[src/rtl/core/brf_pkg.sv]
// Shared types and operation codes for the byte ring FIFO with search.
`default_nettype none

package brf_pkg;

   // Operation codes carried on req_func
   localparam logic [1:0] FUNC_PUSH   = 2'd0;
   localparam logic [1:0] FUNC_POP    = 2'd1;
   localparam logic [1:0] FUNC_CLEAR  = 2'd2;
   localparam logic [1:0] FUNC_SEARCH = 2'd3;

   typedef enum logic [1:0] {
      ST_IDLE,
      ST_POP,
      ST_SCAN
   } state_type;

   // Commands from the sequencer to the ring storage
   typedef struct packed {
      logic push;        // write byte at write index, advance it
      logic pop;         // advance read index
      logic clear;       // both indices to zero
      logic scan_load;   // scan pointer takes the read index
      logic scan_step;   // scan pointer advances, read its next slot
   } ring_ctl_type;

   // Status from the ring storage
   typedef struct packed {
      logic empty;
      logic full;
      logic scan_last;   // slot after the scan pointer is the write index
   } ring_sts_type;

endpackage

`default_nettype wire

[src/rtl/core/brf_ring.sv]
// Ring storage: byte memory, write/read indices and scan pointer.
`default_nettype none

module brf_ring #(
   parameter int DEPTH = 256
) (
   input  wire logic                  clock,
   input  wire logic                  reset,
   input  wire brf_pkg::ring_ctl_type ctl,
   input  wire logic [7:0]            wr_byte,
   output      logic [7:0]            rd_byte,
   output      brf_pkg::ring_sts_type sts
);
   import brf_pkg::*;

   localparam int AW = (DEPTH > 1) ? $clog2(DEPTH) : 1;

   logic [7:0]    store_ff [DEPTH];
   logic [7:0]    rdata_ff;
   logic [AW-1:0] wr_idx_ff, wr_idx_in;
   logic [AW-1:0] rd_idx_ff, rd_idx_in;
   logic [AW-1:0] scan_ff, scan_in;
   logic [AW-1:0] raddr;

   function automatic logic [AW-1:0] nxt(input logic [AW-1:0] i);
      return (i == AW'(DEPTH - 1)) ? '0 : i + AW'(1);
   endfunction

   // read port: head slot by default, next scan slot while scanning
   assign raddr = ctl.scan_step ? nxt(scan_ff) : rd_idx_ff;

   always_ff @(posedge clock) begin
      if (ctl.push) begin
         store_ff[wr_idx_ff] <= wr_byte;
      end
      rdata_ff <= store_ff[raddr];
   end

   always_comb begin
      wr_idx_in = wr_idx_ff;
      rd_idx_in = rd_idx_ff;
      scan_in   = scan_ff;
      if (ctl.clear) begin
         wr_idx_in = '0;
         rd_idx_in = '0;
      end else begin
         if (ctl.push) wr_idx_in = nxt(wr_idx_ff);
         if (ctl.pop)  rd_idx_in = nxt(rd_idx_ff);
      end
      if (ctl.scan_load) begin
         scan_in = rd_idx_ff;
      end else if (ctl.scan_step) begin
         scan_in = nxt(scan_ff);
      end
   end

   always_ff @(posedge clock) begin
      if (reset) begin
         wr_idx_ff <= '0;
         rd_idx_ff <= '0;
         scan_ff   <= '0;
      end else begin
         wr_idx_ff <= wr_idx_in;
         rd_idx_ff <= rd_idx_in;
         scan_ff   <= scan_in;
      end
   end

   assign rd_byte       = rdata_ff;
   assign sts.empty     = (wr_idx_ff == rd_idx_ff);
   assign sts.full      = (nxt(wr_idx_ff) == rd_idx_ff);
   assign sts.scan_last = (nxt(scan_ff) == wr_idx_ff);

endmodule

`default_nettype wire

[src/rtl/core/byte_ring_fifo_with_search_unit.sv]
// Top level: byte ring FIFO with push, pop, clear and search operations.
// Usage:
//  - req channel (req_valid/req_stall) carries one operation per transfer:
//    push a byte, pop the oldest byte, clear, or search for a byte value.
//  - rsp channel (rsp_valid/rsp_stall) returns exactly one result per
//    operation, in order: accepted, popped byte, found flag and offset,
//    plus empty/full status after the operation.
//  - The ring holds at most DEPTH-1 bytes; push when full and pop when
//    empty are refused with rsp_accepted low.
// Operation flow:
//  - push, clear, and pop/search on an empty ring: the output register
//    takes the result at the end of the transfer cycle; pushes stream at
//    one per cycle while rsp_stall is low.
//  - pop: head byte from the synchronous memory read, then the output register.
//  - search: bytes are compared from the oldest until a match or the newest;
//    the single memory read port visits one stored byte per cycle.
// One operation is in flight at a time. A result waiting in the output
// register does not block the next transfer once rsp_stall drops: the new
// item is taken in the same cycle as the old result leaves.
// Reset (synchronous) empties the ring and drops any pending result; memory is kept.
`default_nettype none

module byte_ring_fifo_with_search_unit #(
   parameter int DEPTH = 256
) (
   input  wire logic       clock,
   input  wire logic       reset,
   // request channel
   input  wire logic       req_valid,
   output      logic       req_stall,
   input  wire logic [1:0] req_func,
   input  wire logic [7:0] req_push_byte,
   input  wire logic [7:0] req_search_byte,
   // result channel
   output      logic       rsp_valid,
   input  wire logic       rsp_stall,
   output      logic       rsp_accepted,
   output      logic [7:0] rsp_pop_byte,
   output      logic       rsp_found,
   output      logic [7:0] rsp_found_offset,
   output      logic       rsp_is_empty,
   output      logic       rsp_is_full
);
   import brf_pkg::*;

   localparam int AW = (DEPTH > 1) ? $clog2(DEPTH) : 1;
   localparam int OW = (AW > 8) ? AW : 8;

   state_type     state_ff, state_in;
   ring_ctl_type  ctl;
   ring_sts_type  sts;
   logic [7:0]    rd_byte;

   logic          accept;
   logic          rsp_free;
   logic          load;

   logic [7:0]    key_ff, key_in;
   logic [AW-1:0] cnt_ff, cnt_in;     // offset of the byte now being compared
   logic [OW-1:0] cnt_ext;
   logic          hit;

   logic          rsp_valid_ff, rsp_valid_in;
   logic          accepted_ff, accepted_in;
   logic [7:0]    pop_byte_ff, pop_byte_in;
   logic          found_ff, found_in;
   logic [7:0]    offset_ff, offset_in;

   brf_ring #(.DEPTH(DEPTH)) u_ring (
      .clock   (clock),
      .reset   (reset),
      .ctl     (ctl),
      .wr_byte (req_push_byte),
      .rd_byte (rd_byte),
      .sts     (sts)
   );

   // output register is free now or frees up at this edge
   assign rsp_free  = !rsp_valid_ff || !rsp_stall;
   assign req_stall = !((state_ff == ST_IDLE) && rsp_free);
   assign accept    = req_valid && !req_stall;

   assign hit     = (rd_byte == key_ff);
   assign cnt_ext = OW'(cnt_ff);

   // next state
   always_comb begin
      state_in = state_ff;
      case (state_ff)
         ST_IDLE: begin
            if (accept) begin
               if (req_func == FUNC_POP && !sts.empty) begin
                  state_in = ST_POP;
               end else if (req_func == FUNC_SEARCH && !sts.empty) begin
                  state_in = ST_SCAN;
               end
            end
         end
         ST_POP: begin
            state_in = ST_IDLE;
         end
         ST_SCAN: begin
            if (hit || sts.scan_last) state_in = ST_IDLE;
         end
         default: begin
            state_in = ST_IDLE;
         end
      endcase
   end

   // ring commands and result load
   always_comb begin
      ctl         = '0;
      load        = 1'b0;
      accepted_in = 1'b0;
      pop_byte_in = '0;
      found_in    = 1'b0;
      offset_in   = '0;
      key_in      = key_ff;
      cnt_in      = cnt_ff;
      case (state_ff)
         ST_IDLE: begin
            if (accept) begin
               case (req_func)
                  FUNC_PUSH: begin
                     ctl.push    = !sts.full;
                     accepted_in = !sts.full;
                     load        = 1'b1;
                  end
                  FUNC_POP: begin
                     // head slot is read this cycle; refused pop answers now
                     load = sts.empty;
                  end
                  FUNC_CLEAR: begin
                     ctl.clear = 1'b1;
                     load      = 1'b1;
                  end
                  FUNC_SEARCH: begin
                     key_in        = req_search_byte;
                     cnt_in        = '0;
                     ctl.scan_load = !sts.empty;
                     load          = sts.empty;
                  end
                  default: begin
                     load = 1'b1;
                  end
               endcase
            end
         end
         ST_POP: begin
            ctl.pop     = 1'b1;
            load        = 1'b1;
            accepted_in = 1'b1;
            pop_byte_in = rd_byte;
         end
         ST_SCAN: begin
            if (hit) begin
               load      = 1'b1;
               found_in  = 1'b1;
               offset_in = cnt_ext[7:0];
            end else if (sts.scan_last) begin
               load = 1'b1;
            end else begin
               ctl.scan_step = 1'b1;
               cnt_in        = cnt_ff + AW'(1);
            end
         end
         default: begin
            load = 1'b0;
         end
      endcase
   end

   assign rsp_valid_in = load ? 1'b1 : (rsp_valid_ff && rsp_stall);

   always_ff @(posedge clock) begin
      if (reset) begin
         state_ff     <= ST_IDLE;
         rsp_valid_ff <= 1'b0;
      end else begin
         state_ff     <= state_in;
         rsp_valid_ff <= rsp_valid_in;
      end
   end

   always_ff @(posedge clock) begin
      key_ff <= key_in;
      cnt_ff <= cnt_in;
      if (load) begin
         accepted_ff <= accepted_in;
         pop_byte_ff <= pop_byte_in;
         found_ff    <= found_in;
         offset_ff   <= offset_in;
      end
   end

   assign rsp_valid        = rsp_valid_ff;
   assign rsp_accepted     = accepted_ff;
   assign rsp_pop_byte     = pop_byte_ff;
   assign rsp_found        = found_ff;
   assign rsp_found_offset = offset_ff;
   // indices only move at the edge a result loads, so live status is the
   // status after the operation shown
   assign rsp_is_empty     = sts.empty;
   assign rsp_is_full      = sts.full;

   a_not_empty_and_full: assert property (@(posedge clock) disable iff (reset)
      !(sts.empty && sts.full))
      else $error("ring reports empty and full at once");

   a_pop_has_data: assert property (@(posedge clock) disable iff (reset)
      (state_ff == ST_POP) |-> !sts.empty)
      else $error("pop read issued on empty ring");

   a_busy_no_result: assert property (@(posedge clock) disable iff (reset)
      (state_ff != ST_IDLE) |-> !rsp_valid_ff)
      else $error("result pending while an operation is in flight");

   a_found_not_empty: assert property (@(posedge clock) disable iff (reset)
      (rsp_valid_ff && found_ff) |-> (!sts.empty && !accepted_ff))
      else $error("search hit reported with empty ring or accepted flag");

   a_push_not_full: assert property (@(posedge clock) disable iff (reset)
      ctl.push |=> !sts.empty)
      else $error("ring empty after a stored push");

endmodule

`default_nettype wire
[config.mk]
export PLATFORM = sky130hd
export DESIGN_NAME = byte_ring_fifo_with_search_unit
export DESIGN_NICKNAME = d
export VERILOG_FILES = /design/src/rtl/core/brf_pkg.sv /design/src/rtl/core/brf_ring.sv /design/src/rtl/core/byte_ring_fifo_with_search_unit.sv
export SDC_FILE = /design/constraint.sdc
export NUM_CORES = 2
export LEC_CHECK = 0
export CAP_MARGIN = 5
export CORE_MARGIN = 2
export CORE_UTILIZATION = 35
export CTS_CLUSTER_DIAMETER = 50
export DETAILED_ROUTE_END_ITERATION = 6
export DONT_BUFFER_PORTS = 1
export GPL_TIMING_DRIVEN = 0
export HOLD_SLACK_MARGIN = 0.12
export MAX_ROUTING_LAYER = met4
export PLACE_DENSITY = 0.56
export SETUP_SLACK_MARGIN = 0.4
export SLEW_MARGIN = 15
export SYNTH_ARGS = -nofsm -noshare
export SYNTH_HDL_FRONTEND = slang
export SYNTH_SLANG_ARGS = --single-unit
[constraint.sdc]
create_clock -name clock -period 7.25 [get_ports clock]
set_input_delay 0.3625 -clock clock [delete_from_list [all_inputs] [get_ports clock]]
set_output_delay 0.3625 -clock clock [all_outputs]
set_load 0.01 [all_outputs]
==> impl_metrics.yaml <==
status:
  status: "finished, violations left"
  violations: "design-rule violations, negative setup slack"
hold_path:
  hold_class: "in -> reg"
  whs_endpoint: "u_ring.wr_idx_ff[7]$_SDFFE_PP0P_"
  worstHoldStart: "req_func[1]"
  holdPathStages: 4
synth:
  netlist_top_cells_area: "edfxtp_1, mux4_2, nand2_1, mux2i_1, nand3_1"
  avgSynthCellArea_um2: 16.6
  yosys.cell_count.top_type: "edfxtp_1"
  netlist-cell-type-count: 86
  synthArstFlopShare_pct: 0
  synthTopCellsByCount: "edfxtp_1, nand2_1, nor2_1"
  ys_warn_count: 0
  synth_area_um2: 84400
  synth-edff-count: 2082
  ys.flop_type: "edfxtp_1"
  syn_nets: 5120
  synth_top_area_cell: "edfxtp_1"
  yosysSeqAreaShare_pct: 74.9
  synth_seq_cells: 2117
  netlist_instances: 5091
  yosys.area.top_type_share_pct: 74.1
pwr:
  p_leak_nw: 32.2
  total_power_mw: 26.1
  p_seq_share_pct: 51.6
  p_sw_mw: 5.88
  p_per_area_nw_per_um2: 263
  swShare_pct: 22.6
  power_frac_comb_pct: 2.3
  internal-power_mw: 20.2
  peakVddDrop_mv: 0.252
  clockPowerShare_pct: 46.0
worst_setup_path:
  ff2ff_setup_slack_ns: -0.003
  worst_r2r_endpoint: "u_ring.rd_byte[5]$_DFF_P_"
  rr_startpoint: "u_ring.scan_ff[0]$_SDFFE_PP0P_"
  end_kind: "flip-flop"
  path_class: "reg -> reg"
  cp_max_fo: 8
  ff2ff_path_depth: 18
  crit_arrival_ns: 7.89
  startpoint_type: "flip-flop"
  cp.required_ns: 7.88
floorplanning:
  die_w_um: 495
  core-area_um2: 240000
  io_pins: 44
  initial_utilization_pct: 35.1
  die_height_um: 495
  rows: 180
  die_area_um2: 245000
layout:
  layout.cells.non_filler: 8914
  final_cell_area_um2: 99200
  drive_gt1_share_pct: 20.0
  fillerInstances: 21700
  largest_reg_flops: 2048
  layout.nets: 5496
  area_growth_pct: 17.6
  top_register: "u_ring.store_ff"
clocking:
  cts.path.max_buffers: 3
  cts_sinks: 2117
  clk_latency_ns: 0.94
  cts_tree: "yes"
  clkTransAtPathRegs_ns: 0.06
  cts_buffers: 241
  cts_max_level: 4
  cts-root-buf: "clkbuf_16"
global_route:
  antenna_found_initial: 83
  grt_max_degree: 257
  grt_use_total_pct: 35.5
  overflow: 0
  grt_pass1_wl_um: 540000
  grt_pass1_vias: 51100
route:
  dr.pass1.iters: 7
  ant_nets: 0
  viasPerCell: 6.35
  drt_iter0_drc: 11600
  routed_wl_um: 428000
  drc: 5
  vias: 56600
  wl_per_cell_um: 48.0
placement:
  port_buffers: 0
  place_area_um2: 89800
  dp_hpwl_um: 291000
  placed_cells: 8335
  place.gp.congestion: 1.14
timing:
  finalCriticalPeriod_ns: 7.25
  grt_setup_unrepaired: "true"
  fmax_ghz: 0.138
  clock-skew-final_ns: 0.0536
  tns_ns: -0.00323
  fin_ws_ns: -0.00323
  period_share_pct: 100
  hold_violations: 0
  worstMarginPinSlew_ns: 1.44
  setup_violations: 1
  slew_viol_final: 0
  relSlewSlack_pct: 4.22
job:
  max_cap_violations: 0
## placed cells by master, fill, tap and decap left out, drive strengths merged, types with 58 or more instances in the layout
master	instances
a21oi	68
a22oi	65
a31oi	66
buf	264
clkbuf	438
clkinv	92
diode	58
edfxtp	2082
mux2i	174
mux4	266
nand2	789
nand3	288
nor2	357
## cells by family (layout without fill, tap and decap cells)
group	count (synthesis)	in the layout	synth area share, %
buffers and inverters	332	912	2.26
DFF	2117	2117	74.9
and+or+nand+nor	1602	1602	8.09
AOI/OAI and AO/OA	528	528	4.67
muxes	454	454	9.37
xor gates and xnor gates	51	51	0.564
adders and majority gates	7	7	0.104
other	0	58	0
## power groups by stage
stage	clock [mW]	sequential, mW	combinational, mW
6_report	12.0	13.5	0.607
5_1_grt	12.4	13.5	0.604
4_1_cts	12.0	13.5	0.559
3_5_place_dp	0	13.7	0.328
3_3_place_gp	0	13.7	0.321
2_1_floorplan	0	13.7	0.147
## per-layer routing
metal	part of all wire [%]	up-vias	GRT usage, %
met2	42	4979	48.1
li1	-	20800	-
met1	36	29700	44.2
met4	7.6	0	22.8
met3	14	1123	13.7
met5	0	-	-
## worst max-delay path by stage
stage                                startpoint                                 to  slack, ns  cells after the start
6_report         u_ring.scan_ff[0]$_SDFFE_PP0P_          u_ring.rd_byte[5]$_DFF_P_     -0.003                     18
5_1_grt        u_ring.wr_idx_ff[3]$_SDFFE_PP0P_  u_ring.store_ff[209][2]$_DFFE_PP_       0.15                     15
4_1_cts          u_ring.scan_ff[0]$_SDFFE_PP0P_          u_ring.rd_byte[4]$_DFF_P_       0.18                     18
3_5_place_dp     u_ring.scan_ff[0]$_SDFFE_PP0P_          u_ring.rd_byte[4]$_DFF_P_      -1.10                     17
3_3_place_gp     u_ring.scan_ff[0]$_SDFFE_PP0P_          u_ring.rd_byte[7]$_DFF_P_      -3.22                     15
2_1_floorplan    u_ring.scan_ff[0]$_SDFFE_PP0P_          u_ring.rd_byte[3]$_DFF_P_       3.12                     17
## through the flow
step	hold WS (ns)	utilization, %	setup slack [ns]
floorplan	0.440	-	3.12
global placement	0.445	36.8	-3.22
detailed placement	0.444	37.4	-1.10
CTS	0.124	41.0	0.178
global route	0.193	41.3	0.152
finish	0.150	41.3	-0.00323
## critical path: stages (launching register included)
cell and delay (ns):
dfxtp_1 0.35, ha_1 0.17, buf_6 0.15, nand3_2 0.21, xnor2_1 0.20, a221o_1 0.35, or4b_1 0.53, buf_2 0.19
o21ai_2 0.51, nand2_1 0.34, buf_2 0.39, buf_16 0.24, clkbuf_2 0.33, buf_12 0.26, mux4_2 0.37, a22oi_1 0.66
a41oi_1 0.54, nor4_2 0.66, nand4_1 0.46
## repair_timing
item	4_1_cts	5_1_grt
hold endpoints to repair	2112	564
buffers inserted	21	2
endpoints found under the setup margin	399	299
gates resized for setup	85	74
pin swaps	20	14
hold buffers	33	8
## cell type report
class                   count  area [um^2]  share of cell area [%]
plain buffers             312         2140                    2.16
repair buffers            133         2050                    2.07
flip-flops and latches   2117        63200                    63.7
inverters                  20         75.1                  0.0757
diodes                     58          145                   0.146
well taps                3185         3990                    4.02
multi-input cells        2642        19800                    20.0
clock buffers             290         6290                    6.34
clock inverters           157         1460                    1.47
Note: power is estimated with default switching activity, not from simulation.
